[src/design/hsalsa_pkg.sv]
// Shared types, constants and helpers for the HSalsa20 subkey derivation block.
package hsalsa_pkg;

    typedef logic [31:0]       t_word;
    typedef logic [15:0][31:0] t_state;

    // Register indexes on the configuration port
    typedef enum logic [2:0] {
        REG_KEY_LOW      = 3'd0,
        REG_KEY_MID_LOW  = 3'd1,
        REG_KEY_MID_HIGH = 3'd2,
        REG_KEY_HIGH     = 3'd3,
        REG_ROUND_COUNT  = 3'd4
    } t_reg_index;

    localparam int unsigned CfgIndexWidth = 3;
    localparam int unsigned CfgDataWidth  = 64;

    localparam logic [7:0] RoundCountReset   = 8'd20;
    localparam logic [7:0] RoundCountDefault = 8'd20;

    // "expand 32-byte k"
    localparam t_word Sigma0 = 32'h6170_7865;
    localparam t_word Sigma1 = 32'h3320_646e;
    localparam t_word Sigma2 = 32'h7962_2d32;
    localparam t_word Sigma3 = 32'h6b20_6574;

    localparam int unsigned Rot0 = 7;
    localparam int unsigned Rot1 = 9;
    localparam int unsigned Rot2 = 13;
    localparam int unsigned Rot3 = 18;

    typedef struct packed {
        logic [63:0] nonce_first;
        logic [63:0] nonce_second;
        logic [63:0] nonce_third;
    } t_in_item;

    typedef struct packed {
        logic [63:0] subkey_low;
        logic [63:0] subkey_mid_low;
        logic [63:0] subkey_mid_high;
        logic [63:0] subkey_high;
        logic [63:0] inner_nonce;
        logic        status;
    } t_out_item;

    // Control from the top-level sequencer to the round core
    typedef struct packed {
        logic load;
        logic advance;
    } t_core_ctrl;

    function automatic t_word rotl(input t_word v, input int unsigned n);
        rotl = (v << n) | (v >> (32 - n));
    endfunction

endpackage

[src/design/hsalsa20_subkey_derivation.sv]
// Top level of the HSalsa20 subkey derivation block.
//
//  channel | direction | handshake                  | payload
//  --------+-----------+----------------------------+-------------------------
//  input   | in        | i_in_valid / o_in_stall    | i_in_data  (t_in_item)
//  output  | out       | o_out_valid / i_out_stall  | o_out_data (t_out_item)
//  config  | in        | i_cfg_we                   | i_cfg_index, i_cfg_data
//
// Each item runs R rounds (0 meaning 20) through the shared quarter-round
// unit, which does one add-rotate-xor step per column per cycle.
// An odd round count skips the rounds and yields an error result.
// Reset is synchronous, active low; it restores the key to zero and R to 20.
// A result waiting under i_out_stall holds the output register; the core then
// takes the next item, and a finished item waits in the hold state.
module hsalsa20_subkey_derivation
    import hsalsa_pkg::*;
(
    input  logic                     i_clk,
    input  logic                     i_rst_n,
    // input channel
    input  logic                     i_in_valid,
    output logic                     o_in_stall,
    input  t_in_item                 i_in_data,
    // output channel
    output logic                     o_out_valid,
    input  logic                     i_out_stall,
    output t_out_item                o_out_data,
    // configuration writes
    input  logic                     i_cfg_we,
    input  logic [CfgIndexWidth-1:0] i_cfg_index,
    input  logic [CfgDataWidth-1:0]  i_cfg_data
);

    typedef enum logic [2:0] {
        S_IDLE = 3'b001,
        S_RUN  = 3'b010,
        S_HOLD = 3'b100
    } t_seq_state;

    t_seq_state r_seq, n_seq;

    // Configuration registers
    logic [63:0] r_key_low, r_key_mid_low, r_key_mid_high, r_key_high;
    logic [7:0]  r_round_count;

    // Per-item context
    logic [63:0] r_inner_nonce;
    logic        r_err;

    // Output register
    logic        r_out_valid;
    t_out_item   r_out_data;

    t_core_ctrl  w_ctrl;
    t_state      w_init;
    t_state      w_state;
    logic        w_last;
    logic [7:0]  w_rounds;
    logic        w_in_xfer;
    logic        w_out_free;
    t_out_item   w_result;

    // Write one register; indexes beyond the list drop.
    always_ff @(posedge i_clk) begin
        if (!i_rst_n) begin
            r_key_low      <= '0;
            r_key_mid_low  <= '0;
            r_key_mid_high <= '0;
            r_key_high     <= '0;
            r_round_count  <= RoundCountReset;
        end else if (i_cfg_we) begin
            unique case (i_cfg_index)
                REG_KEY_LOW:      r_key_low      <= i_cfg_data;
                REG_KEY_MID_LOW:  r_key_mid_low  <= i_cfg_data;
                REG_KEY_MID_HIGH: r_key_mid_high <= i_cfg_data;
                REG_KEY_HIGH:     r_key_high     <= i_cfg_data;
                REG_ROUND_COUNT:  r_round_count  <= i_cfg_data[7:0];
                default: ;
            endcase
        end
    end

    // A zero count means the default twenty rounds.
    assign w_rounds = (r_round_count == 8'd0) ? RoundCountDefault : r_round_count;

    // Build the initial state: constants on the diagonal, key, first two nonce fields.
    always_comb begin
        w_init     = '0;
        w_init[0]  = Sigma0;
        w_init[1]  = r_key_low[31:0];
        w_init[2]  = r_key_low[63:32];
        w_init[3]  = r_key_mid_low[31:0];
        w_init[4]  = r_key_mid_low[63:32];
        w_init[5]  = Sigma1;
        w_init[6]  = i_in_data.nonce_first[31:0];
        w_init[7]  = i_in_data.nonce_first[63:32];
        w_init[8]  = i_in_data.nonce_second[31:0];
        w_init[9]  = i_in_data.nonce_second[63:32];
        w_init[10] = Sigma2;
        w_init[11] = r_key_mid_high[31:0];
        w_init[12] = r_key_mid_high[63:32];
        w_init[13] = r_key_high[31:0];
        w_init[14] = r_key_high[63:32];
        w_init[15] = Sigma3;
    end

    assign o_in_stall = (r_seq != S_IDLE);
    assign w_in_xfer  = i_in_valid && !o_in_stall;
    assign w_out_free = !r_out_valid || !i_out_stall;

    assign w_ctrl.load    = w_in_xfer;
    assign w_ctrl.advance = (r_seq == S_RUN);

    hsalsa_core u_core (
        .i_clk    (i_clk),
        .i_rst_n  (i_rst_n),
        .i_ctrl   (w_ctrl),
        .i_init   (w_init),
        .i_rounds (w_rounds),
        .o_state  (w_state),
        .o_last   (w_last)
    );

    // Sequencer: odd counts go straight to the hold state with an error.
    always_comb begin
        n_seq = r_seq;
        unique case (r_seq)
            S_IDLE: begin
                if (w_in_xfer) begin
                    n_seq = w_rounds[0] ? S_HOLD : S_RUN;
                end
            end
            S_RUN: begin
                if (w_last) begin
                    n_seq = S_HOLD;
                end
            end
            S_HOLD: begin
                if (w_out_free) begin
                    n_seq = S_IDLE;
                end
            end
            default: n_seq = S_IDLE;
        endcase
    end

    always_ff @(posedge i_clk) begin
        if (!i_rst_n) begin
            r_seq <= S_IDLE;
        end else begin
            r_seq <= n_seq;
        end
    end

    always_ff @(posedge i_clk) begin
        if (w_in_xfer) begin
            r_inner_nonce <= i_in_data.nonce_third;
            r_err         <= w_rounds[0];
        end
    end

    // Pick words 0,5,10,15,6,7,8,9; on an odd count zero all fields and set the status.
    always_comb begin
        w_result.subkey_low      = {w_state[5],  w_state[0]};
        w_result.subkey_mid_low  = {w_state[15], w_state[10]};
        w_result.subkey_mid_high = {w_state[7],  w_state[6]};
        w_result.subkey_high     = {w_state[9],  w_state[8]};
        w_result.inner_nonce     = r_inner_nonce;
        w_result.status          = 1'b0;
        if (r_err) begin
            w_result        = '0;
            w_result.status = 1'b1;
        end
    end

    // Output register: load from the hold state, drop after the transfer.
    always_ff @(posedge i_clk) begin
        if (!i_rst_n) begin
            r_out_valid <= 1'b0;
        end else if ((r_seq == S_HOLD) && w_out_free) begin
            r_out_valid <= 1'b1;
        end else if (r_out_valid && !i_out_stall) begin
            r_out_valid <= 1'b0;
        end
    end

    always_ff @(posedge i_clk) begin
        if ((r_seq == S_HOLD) && w_out_free) begin
            r_out_data <= w_result;
        end
    end

    assign o_out_valid = r_out_valid;
    assign o_out_data  = r_out_data;

endmodule

[src/design/hsalsa_qr_unit.sv]
// Shared add-rotate-xor unit: one quarter-round step on all four columns.
module hsalsa_qr_unit
    import hsalsa_pkg::*;
(
    input  t_state     i_state,
    input  logic [1:0] i_step,
    output t_state     o_state
);

    // Each column lane holds (a,b,c,d) at fixed slots; update slot 1 and
    // rotate the lane so the next step again targets slot 1.
    always_comb begin
        logic [3:0] p0, p1, p2, p3;
        t_word      sum;
        t_word      mixed;
        o_state = i_state;
        for (int q = 0; q < 4; q++) begin
            p0 = 4'(5 * q);
            p1 = 4'(5 * q + 4);
            p2 = 4'(5 * q + 8);
            p3 = 4'(5 * q + 12);
            sum = i_state[p0] + i_state[p3];
            case (i_step)
                2'd0:    mixed = rotl(sum, Rot0);
                2'd1:    mixed = rotl(sum, Rot1);
                2'd2:    mixed = rotl(sum, Rot2);
                default: mixed = rotl(sum, Rot3);
            endcase
            o_state[p0] = i_state[p1] ^ mixed;
            o_state[p1] = i_state[p2];
            o_state[p2] = i_state[p3];
            o_state[p3] = i_state[p0];
        end
    end

endmodule

[src/design/hsalsa_core.sv]
// Round core: state register, step and round counters around the shared unit.
module hsalsa_core
    import hsalsa_pkg::*;
(
    input  logic       i_clk,
    input  logic       i_rst_n,
    input  t_core_ctrl i_ctrl,
    input  t_state     i_init,
    input  logic [7:0] i_rounds,
    output t_state     o_state,
    output logic       o_last
);

    t_state     r_state;
    t_state     n_state;
    t_state     w_step;
    logic [1:0] r_step;
    logic [7:0] r_left;

    hsalsa_qr_unit u_qr (
        .i_state (r_state),
        .i_step  (r_step),
        .o_state (w_step)
    );

    // After the fourth step the lanes are back in place; transpose so the
    // next round (row round) runs on the same column wiring.
    always_comb begin
        n_state = w_step;
        if (r_step == 2'd3) begin
            for (int r = 0; r < 4; r++) begin
                for (int c = 0; c < 4; c++) begin
                    n_state[4'(4 * r + c)] = w_step[4'(4 * c + r)];
                end
            end
        end
    end

    always_ff @(posedge i_clk) begin
        if (i_ctrl.load) begin
            r_state <= i_init;
        end else if (i_ctrl.advance) begin
            r_state <= n_state;
        end
    end

    always_ff @(posedge i_clk) begin
        if (!i_rst_n) begin
            r_step <= 2'd0;
            r_left <= 8'd0;
        end else if (i_ctrl.load) begin
            r_step <= 2'd0;
            r_left <= i_rounds;
        end else if (i_ctrl.advance) begin
            r_step <= r_step + 2'd1;
            if (r_step == 2'd3) begin
                r_left <= r_left - 8'd1;
            end
        end
    end

    assign o_last  = i_ctrl.advance && (r_step == 2'd3) && (r_left == 8'd1);
    assign o_state = r_state;

endmodule

[config.mk]
export PLATFORM = sky130hd
export DESIGN_NAME = hsalsa20_subkey_derivation
export DESIGN_NICKNAME = d
export VERILOG_FILES = /design/src/design/hsalsa_pkg.sv /design/src/design/hsalsa20_subkey_derivation.sv /design/src/design/hsalsa_qr_unit.sv /design/src/design/hsalsa_core.sv
export SDC_FILE = /design/constraint.sdc
export NUM_CORES = 2
export LEC_CHECK = 0
export BUFFER_PORTS_ARGS = -buffer_cell sky130_fd_sc_hd__buf_2
export CORE_ASPECT_RATIO = 2
export CORE_MARGIN = 5
export CORE_UTILIZATION = 45
export DETAILED_ROUTE_END_ITERATION = 6
export RECOVER_POWER = 50
export SLEW_MARGIN = 20
export SYNTH_ARGS = -nofsm -noshare
export SYNTH_HDL_FRONTEND = slang
export SYNTH_SLANG_ARGS = --single-unit
[constraint.sdc]
create_clock -name i_clk -period 20.7 [get_ports i_clk]
set_input_delay 2.07 -clock i_clk [delete_from_list [all_inputs] [get_ports i_clk]]
set_output_delay 2.07 -clock i_clk [all_outputs]
set_load 0.01 [all_outputs]
# Word-level counts from Yosys, hierarchy flattened
# Index checks and enable logic that the tools add are counted.
# W data, S select, Z words.
[totals] elab_cells=117 reg_bits=1176 out_inout_bits=323
[op_classes] add_sub_neg=6 eq_ne=15 n_mux=19 n_bitwise=21 n_reduce_logical=23
[op_table] operator="$mux W480" count=2
[op_table] operator="$pmux W32 S3" count=4
[op_table] operator="$mux W256" count=1
[op_table] operator="$add A32 B32 Y32" count=4
[op_table] operator="$or A32 B13 Y32" count=4
[op_table] operator="$or A32 B18 Y32" count=4
[op_table] operator="$or A32 B7 Y32" count=4
[op_table] operator="$or A32 B9 Y32" count=4
[op_table] operator="$xor A32 B32 Y32" count=4
[op_table] operator="$mux W8" count=4
[op_table] operator="$mux W3" count=4
[op_table] operator="$reduce_and A2 Y1" count=6
[op_table] operator="$eq A3 B2 Y1 const B" count=3
[op_table] operator="$pmux W3 S3" count=1
[op_table] operator="$eq A8 B1 Y1 const B" count=1
[op_table] operator="$logic_not A8 Y1" count=1
[op_table] operator="$sub A8 B1 Y8 const B" count=1
[op_table] operator="$eq A3 B1 Y1 const B" count=2
[op_table] operator="$eq A3 B3 Y1 const B" count=2
[op_table] operator="$ne A2 B2 Y1 const B" count=3
[op_table] operator="$reduce_bool A2 Y1" count=3
[op_table] operator="$logic_and A1 B1 Y1" count=5
[op_table] operator="$eq A2 B2 Y1 const B" count=2
[op_table] operator="$logic_not A1 Y1" count=3
[op_table] operator="other kinds (10)" count=12

# Depth between registers and ports, before layout
[depth] ltp_word=7 depth_mapped=14 depth_no_buf=14

# By module
# From an unflattened synthesis, not the netlist that was laid out.
[hier_totals] cells_unflattened=5189 hier_area_um2=59808.6
[by_module_without_submodules] module="hsalsa20_subkey_derivation" cells_each=1859 seq_area_each_um2=16956.3 n_inst=1 area_each_um2=23349.9
[by_module_without_submodules] module="hsalsa_core" cells_each=1302 seq_area_each_um2=15574.9 n_inst=1 area_each_um2=22240.1
[by_module_without_submodules] module="hsalsa_qr_unit" cells_each=2028 seq_area_each_um2=0.0 n_inst=1 area_each_um2=14218.6

# Worst setup path before layout
# OpenSTA, ideal clock, no wires.
[synth_path] path_type="in2reg" from="in i_out_stall" to="reg r_out_data (netlist bit o_out_data[0]), enable pin" arrival_ns=17.455 path_buffers=0 required_time_ns=19.587 stages=1 path_slack_ns=2.131 cell_sequence="a21oi_1"
[synth_via] elab_chain_len=3
[synth_lines] item="start: declaration" line_no="hsalsa20_subkey_derivation.sv:26" rtl="input logic i_out_stall,"
[synth_lines] item="$logic_not A1 Y1" line_no="hsalsa20_subkey_derivation.sv:109" rtl="assign w_out_free = !r_out_valid || !i_out_stall;"
[synth_lines] item="$logic_or A1 B1 Y1" line_no="hsalsa20_subkey_derivation.sv:109"
[synth_lines] item="$logic_and A1 B1 Y1" line_no="hsalsa20_subkey_derivation.sv:188" rtl="if ((r_seq == S_HOLD) && w_out_free) begin"
[synth_lines] item="end signal: assignment" line_no="hsalsa20_subkey_derivation.sv:189" rtl="r_out_data <= w_result;"
[synth_lines] item="end: declaration" line_no="hsalsa20_subkey_derivation.sv:52" rtl="t_out_item r_out_data;"
# No other way between the ends.
# A chain may end at the register's enable or synchronous reset.

# Final worst setup path
[layout_path] from="in i_in_valid" to="reg u_core.r_state (netlist bit u_core.o_state[174])"
[layout_via] elab_chain_len=1
[layout_lines] item="start: declaration" line_no="hsalsa20_subkey_derivation.sv:21" rtl="input logic i_in_valid,"
[layout_lines] item="$logic_and A1 B1 Y1" line_no="hsalsa20_subkey_derivation.sv:108" rtl="assign w_in_xfer = i_in_valid && !o_in_stall;"
[layout_lines] item="end signal: assignment" line_no="hsalsa_core.sv:41" rtl="r_state <= i_init;"
[layout_lines] item="end signal: assignment" line_no="hsalsa_core.sv:43" rtl="r_state <= n_state;"
[layout_lines] item="end: declaration" line_no="hsalsa_core.sv:14" rtl="t_state r_state;"
# No other way between the ends.

==> impl_metrics.ini <==
[status]
outcome = finished with violations
violations = capacitance limit, slew limit

[place]
dp.final_hpwl_mm = 138
dpl_worst_slack_ps = 13110
buffer_ports.inserted = 586
finalWeightedCongestion = 0.962

[yosys]
yosysTopAreaCellShare = 0.418
synthDistinctLibCells = 95
synth-compound-area-share = 0.196
main_combinational_cell_family_by_area_after_synthesis = compound AO/OA/AOI/OAI gates
mappedNetlistArea_sq_um = 55300
syn-mean-instance-area_sq_um = 10.8
synth_commonest_cells = sky130_fd_sc_hd__nand2_1, sky130_fd_sc_hd__edfxtp_1, sky130_fd_sc_hd__dfxtp_1
seq_area_frac_synth = 0.566
ys_seq_elements = 1176
synth-simple-area-share = 0.128
post-synth-top-count-cell = sky130_fd_sc_hd__nand2_1
synthesis.yosys.warnings = 0
xor_xnor_portion_of_the_synthesized_cell_area = 0.0382
synth_async_sr_flop_share = 0
post_synthesis_net_count = 5506
synth-adder-area-share = 0.0309
synth_ff_type = sky130_fd_sc_hd__edfxtp_1
synth_enable_flop_cells = 770
synth_top_cell_by_area = sky130_fd_sc_hd__edfxtp_1
post_synth_main_area_contributors = sky130_fd_sc_hd__edfxtp_1, sky130_fd_sc_hd__dfxtp_1, sky130_fd_sc_hd__nand2_1
syn-instance-count = 5108
synth_mux_area_frac = 0.0131

[timing]
timing.setup.tns_ps = 0
hold_viol = 0
rsz0062_at_grt = false
worst_slew_pin_slew_ps = 8580
final-max-slew-violation-count = 816
layout_setup_ws_ps = 7850
slew_headroom = -4.72
finalWorstPathRequiredPeriod_ps = 12850
final.period_utilization = 0.621
report.final.setup_viol = 0
fmaxAchievable_mhz = 77.8
skew_ps = 58.7

[grt]
grt.overflow.total = 0
tot_gr_track_use = 0.286
initial_antenna_violation_count = 18
grt_max_degree = 181
first_global_vias = 41000
grt_pass1_wl_mm = 281

[floorplanning]
die-width_microns = 258
floorplan.die.height_microns = 506
pin_count = 587
starting_utilization_of_the_core_area = 0.451
floorplan.rows = 182
core_box_area_sq_um = 123000
floorplan.die_area_sq_um = 130000

[critical_path]
timing.critical_path.arrival_ps = 13430
critical_path.cell_chain = clkbuf_1 > nand2_2 > clkbuf_1 > clkinvlp_2 > nor2_4 > buf_4 > inv_8 > buf_4 > buf_4 > buf_4 > nor2_1 > a21oi_1
timing.critical_path.required_ps = 21290
critPathKind = in2reg
r2r_setup_slack_ps = 8590
worstPathMaxFanout = 117
critical-path-top-delay-family = buffers and inverters
cp_common_cell = sky130_fd_sc_hd__buf_4
regToRegStartpoint = r_seq[1]
critical-path-slowest-cell = sky130_fd_sc_hd__clkinvlp_2
worst-path-buf-inv = 8
crit_path_end_kind = flop
worst_setup_path_start_kind = primary input
max_stage_delay_on_crit_path_ps = 4250
crit_path_start = i_in_valid

[power_and_ir_drop]
ir_drop_mv = 0.0737
p_per_area_nw_per_um2 = 95.9
cell_internal_pwr_mw = 4.19
clkPwrFrac = 0.350
switching_share = 0.302
power.sequential.fraction = 0.462
comb_power_share = 0.188
switchingPower_mw = 1.81
leakage_nw = 22.0

[clock_tree]
cts_tree = done
clock_tree.root_cell = sky130_fd_sc_hd__clkbuf_16
clock_latency_ps = 770
ctsHtreeMaxLevel = 3
numCtsBuffers = 103
clock_sink_count = 1176
post_cts_hold_buffer_count = 0
cts_resized = 0
cts.repair_timing.setup_buffer_count = 0
clkTransAtPathRegs_ps = 70
max-clock-path-buffers = 3

[worst_hold_path]
min_path_type = reg2reg
min-delay-start = r_key_mid_low[44]

[drt]
detail_route.wirelength_mm = 194
post-route-drc-count = 0
dr_total_vias = 42100
ant_nets = 0
routedWlPerCell_microns = 27.2
dr.pass1.iters = 6
detail_route.vias_per_cell = 5.90
detailedRoute.firstIterationViolations = 3981

[cells_and_area]
nFillCells = 11200
layout-drive-gt1-share = 0.0995
final_nets = 5875
syn2layout_area_growth_pct = 13.1

[job]
maxCapViolCount = 9
==> final timing paths <==
kind	endpoint	cells past startpoint
min reg2reg	r_key_mid_low[44]	2
max	u_core.o_state[174]	12
max reg2reg	u_core.o_state[174]	13
min	r_key_mid_low[44]	2
==> metrics by stage <==
| stage | cell area (sq um) | instances | hold slack [ps] | total power, mW | util |
|---|---|---|---|---|---|
| 2_1_floorplan | 55300 | 5108 | 444 | 3.52 | - |
| 3_3_place_gp | 59200 | 6934 | 451 | 3.92 | 0.484 |
| 3_5_place_dp | 59200 | 6934 | 460 | 3.92 | 0.484 |
| 4_1_cts | 62900 | 7129 | 469 | 6.01 | 0.513 |
| 5_1_grt | 62500 | 7132 | 481 | 6.21 | 0.510 |
| 6_report | 62500 | 7136 | 467 | 5.99 | 0.510 |
==> area by class of cell <==
class / count / area (sq um) / share of cell area
clock buffer: 138 / 2820 / 0.0451
clock inverter: 57 / 812 / 0.0130
tap: 1564 / 1960 / 0.0313
sequential: 1176 / 31300 / 0.500
multi-input combinational: 3514 / 22500 / 0.361
inverter: 56 / 220 / 0.00352
timing repair buffer: 626 / 2890 / 0.0462
antenna: 5 / 12.5 / 0.000200
==> registers in the layout, summed over array words and instances, names as in the netlist, 64 cells and up <==
| register | flops |
|---|---|
| o_out_data | 321 |
| r_inner_nonce | 64 |
| r_key_high | 64 |
| r_key_low | 64 |
| r_key_mid_high | 64 |
| r_key_mid_low | 64 |
| u_core.o_state | 512 |
==> cells by family after synthesis <==
| kind of cell | count (synthesis) |
|---|---|
| AO/OA/AOI/OAI | 1515 |
| buffers and inverters | 418 |
| XOR/XNOR | 239 |
| multiplexers | 72 |
| AND/OR/NAND/NOR | 1554 |
| flip-flops | 1176 |
| adder cells (fa/ha/maj) | 134 |
==> worst register-to-register path: stages (launching register included) <==
cell,delay (ps)
sky130_fd_sc_hd__dfxtp_1,410
sky130_fd_sc_hd__nor2_1,60
sky130_fd_sc_hd__and2_1,180
sky130_fd_sc_hd__nand2_2,70
sky130_fd_sc_hd__clkbuf_1,1990
sky130_fd_sc_hd__clkinvlp_2,4290
sky130_fd_sc_hd__nor2_4,2030
sky130_fd_sc_hd__buf_4,530
sky130_fd_sc_hd__inv_8,350
sky130_fd_sc_hd__buf_4,520
sky130_fd_sc_hd__buf_4,530
sky130_fd_sc_hd__buf_4,620
sky130_fd_sc_hd__nor2_1,270
sky130_fd_sc_hd__a21oi_1,60
==> per-layer routing <==
metal,wire length (microns),global-route usage,part of all wire
met4,9780,0.121,0.050
met1,79000,0.376,0.41
met5,65,0,0.00033
met3,12500,0.0400,0.064
met2,93000,0.475,0.48
==> cell usage in the layout, fill, tap and decap left out, types with 30 or more instances in the layout <==
cell type	instances
sky130_fd_sc_hd__buf_4	30
sky130_fd_sc_hd__xor2_1	91
sky130_fd_sc_hd__a221o_1	30
sky130_fd_sc_hd__o21ai_1	59
sky130_fd_sc_hd__edfxtp_1	770
sky130_fd_sc_hd__a221oi_1	78
sky130_fd_sc_hd__a21oi_1	277
sky130_fd_sc_hd__o21ai_0	222
sky130_fd_sc_hd__nor2b_1	329
sky130_fd_sc_hd__nor2_1	185
sky130_fd_sc_hd__nand2_1	851
sky130_fd_sc_hd__a22o_1	318
sky130_fd_sc_hd__a21boi_0	269
sky130_fd_sc_hd__nand3_1	40
sky130_fd_sc_hd__buf_2	295
sky130_fd_sc_hd__inv_1	53
sky130_fd_sc_hd__clkbuf_1	324
sky130_fd_sc_hd__clkbuf_16	105
sky130_fd_sc_hd__dfxtp_1	406
sky130_fd_sc_hd__xnor2_1	146
sky130_fd_sc_hd__mux2i_1	71
sky130_fd_sc_hd__ha_1	126
==> power by group through the flow <==
stage / sequential [mW] / clock [mW] / combinational, mW
6_report: 2.77 / 2.10 / 1.13
3_5_place_dp: 2.81 / 0 / 1.11
3_3_place_gp: 2.81 / 0 / 1.10
2_1_floorplan: 2.78 / 0 / 0.736
4_1_cts: 2.76 / 2.14 / 1.11
5_1_grt: 2.77 / 2.23 / 1.21
Power figures use the tool's default switching activity.
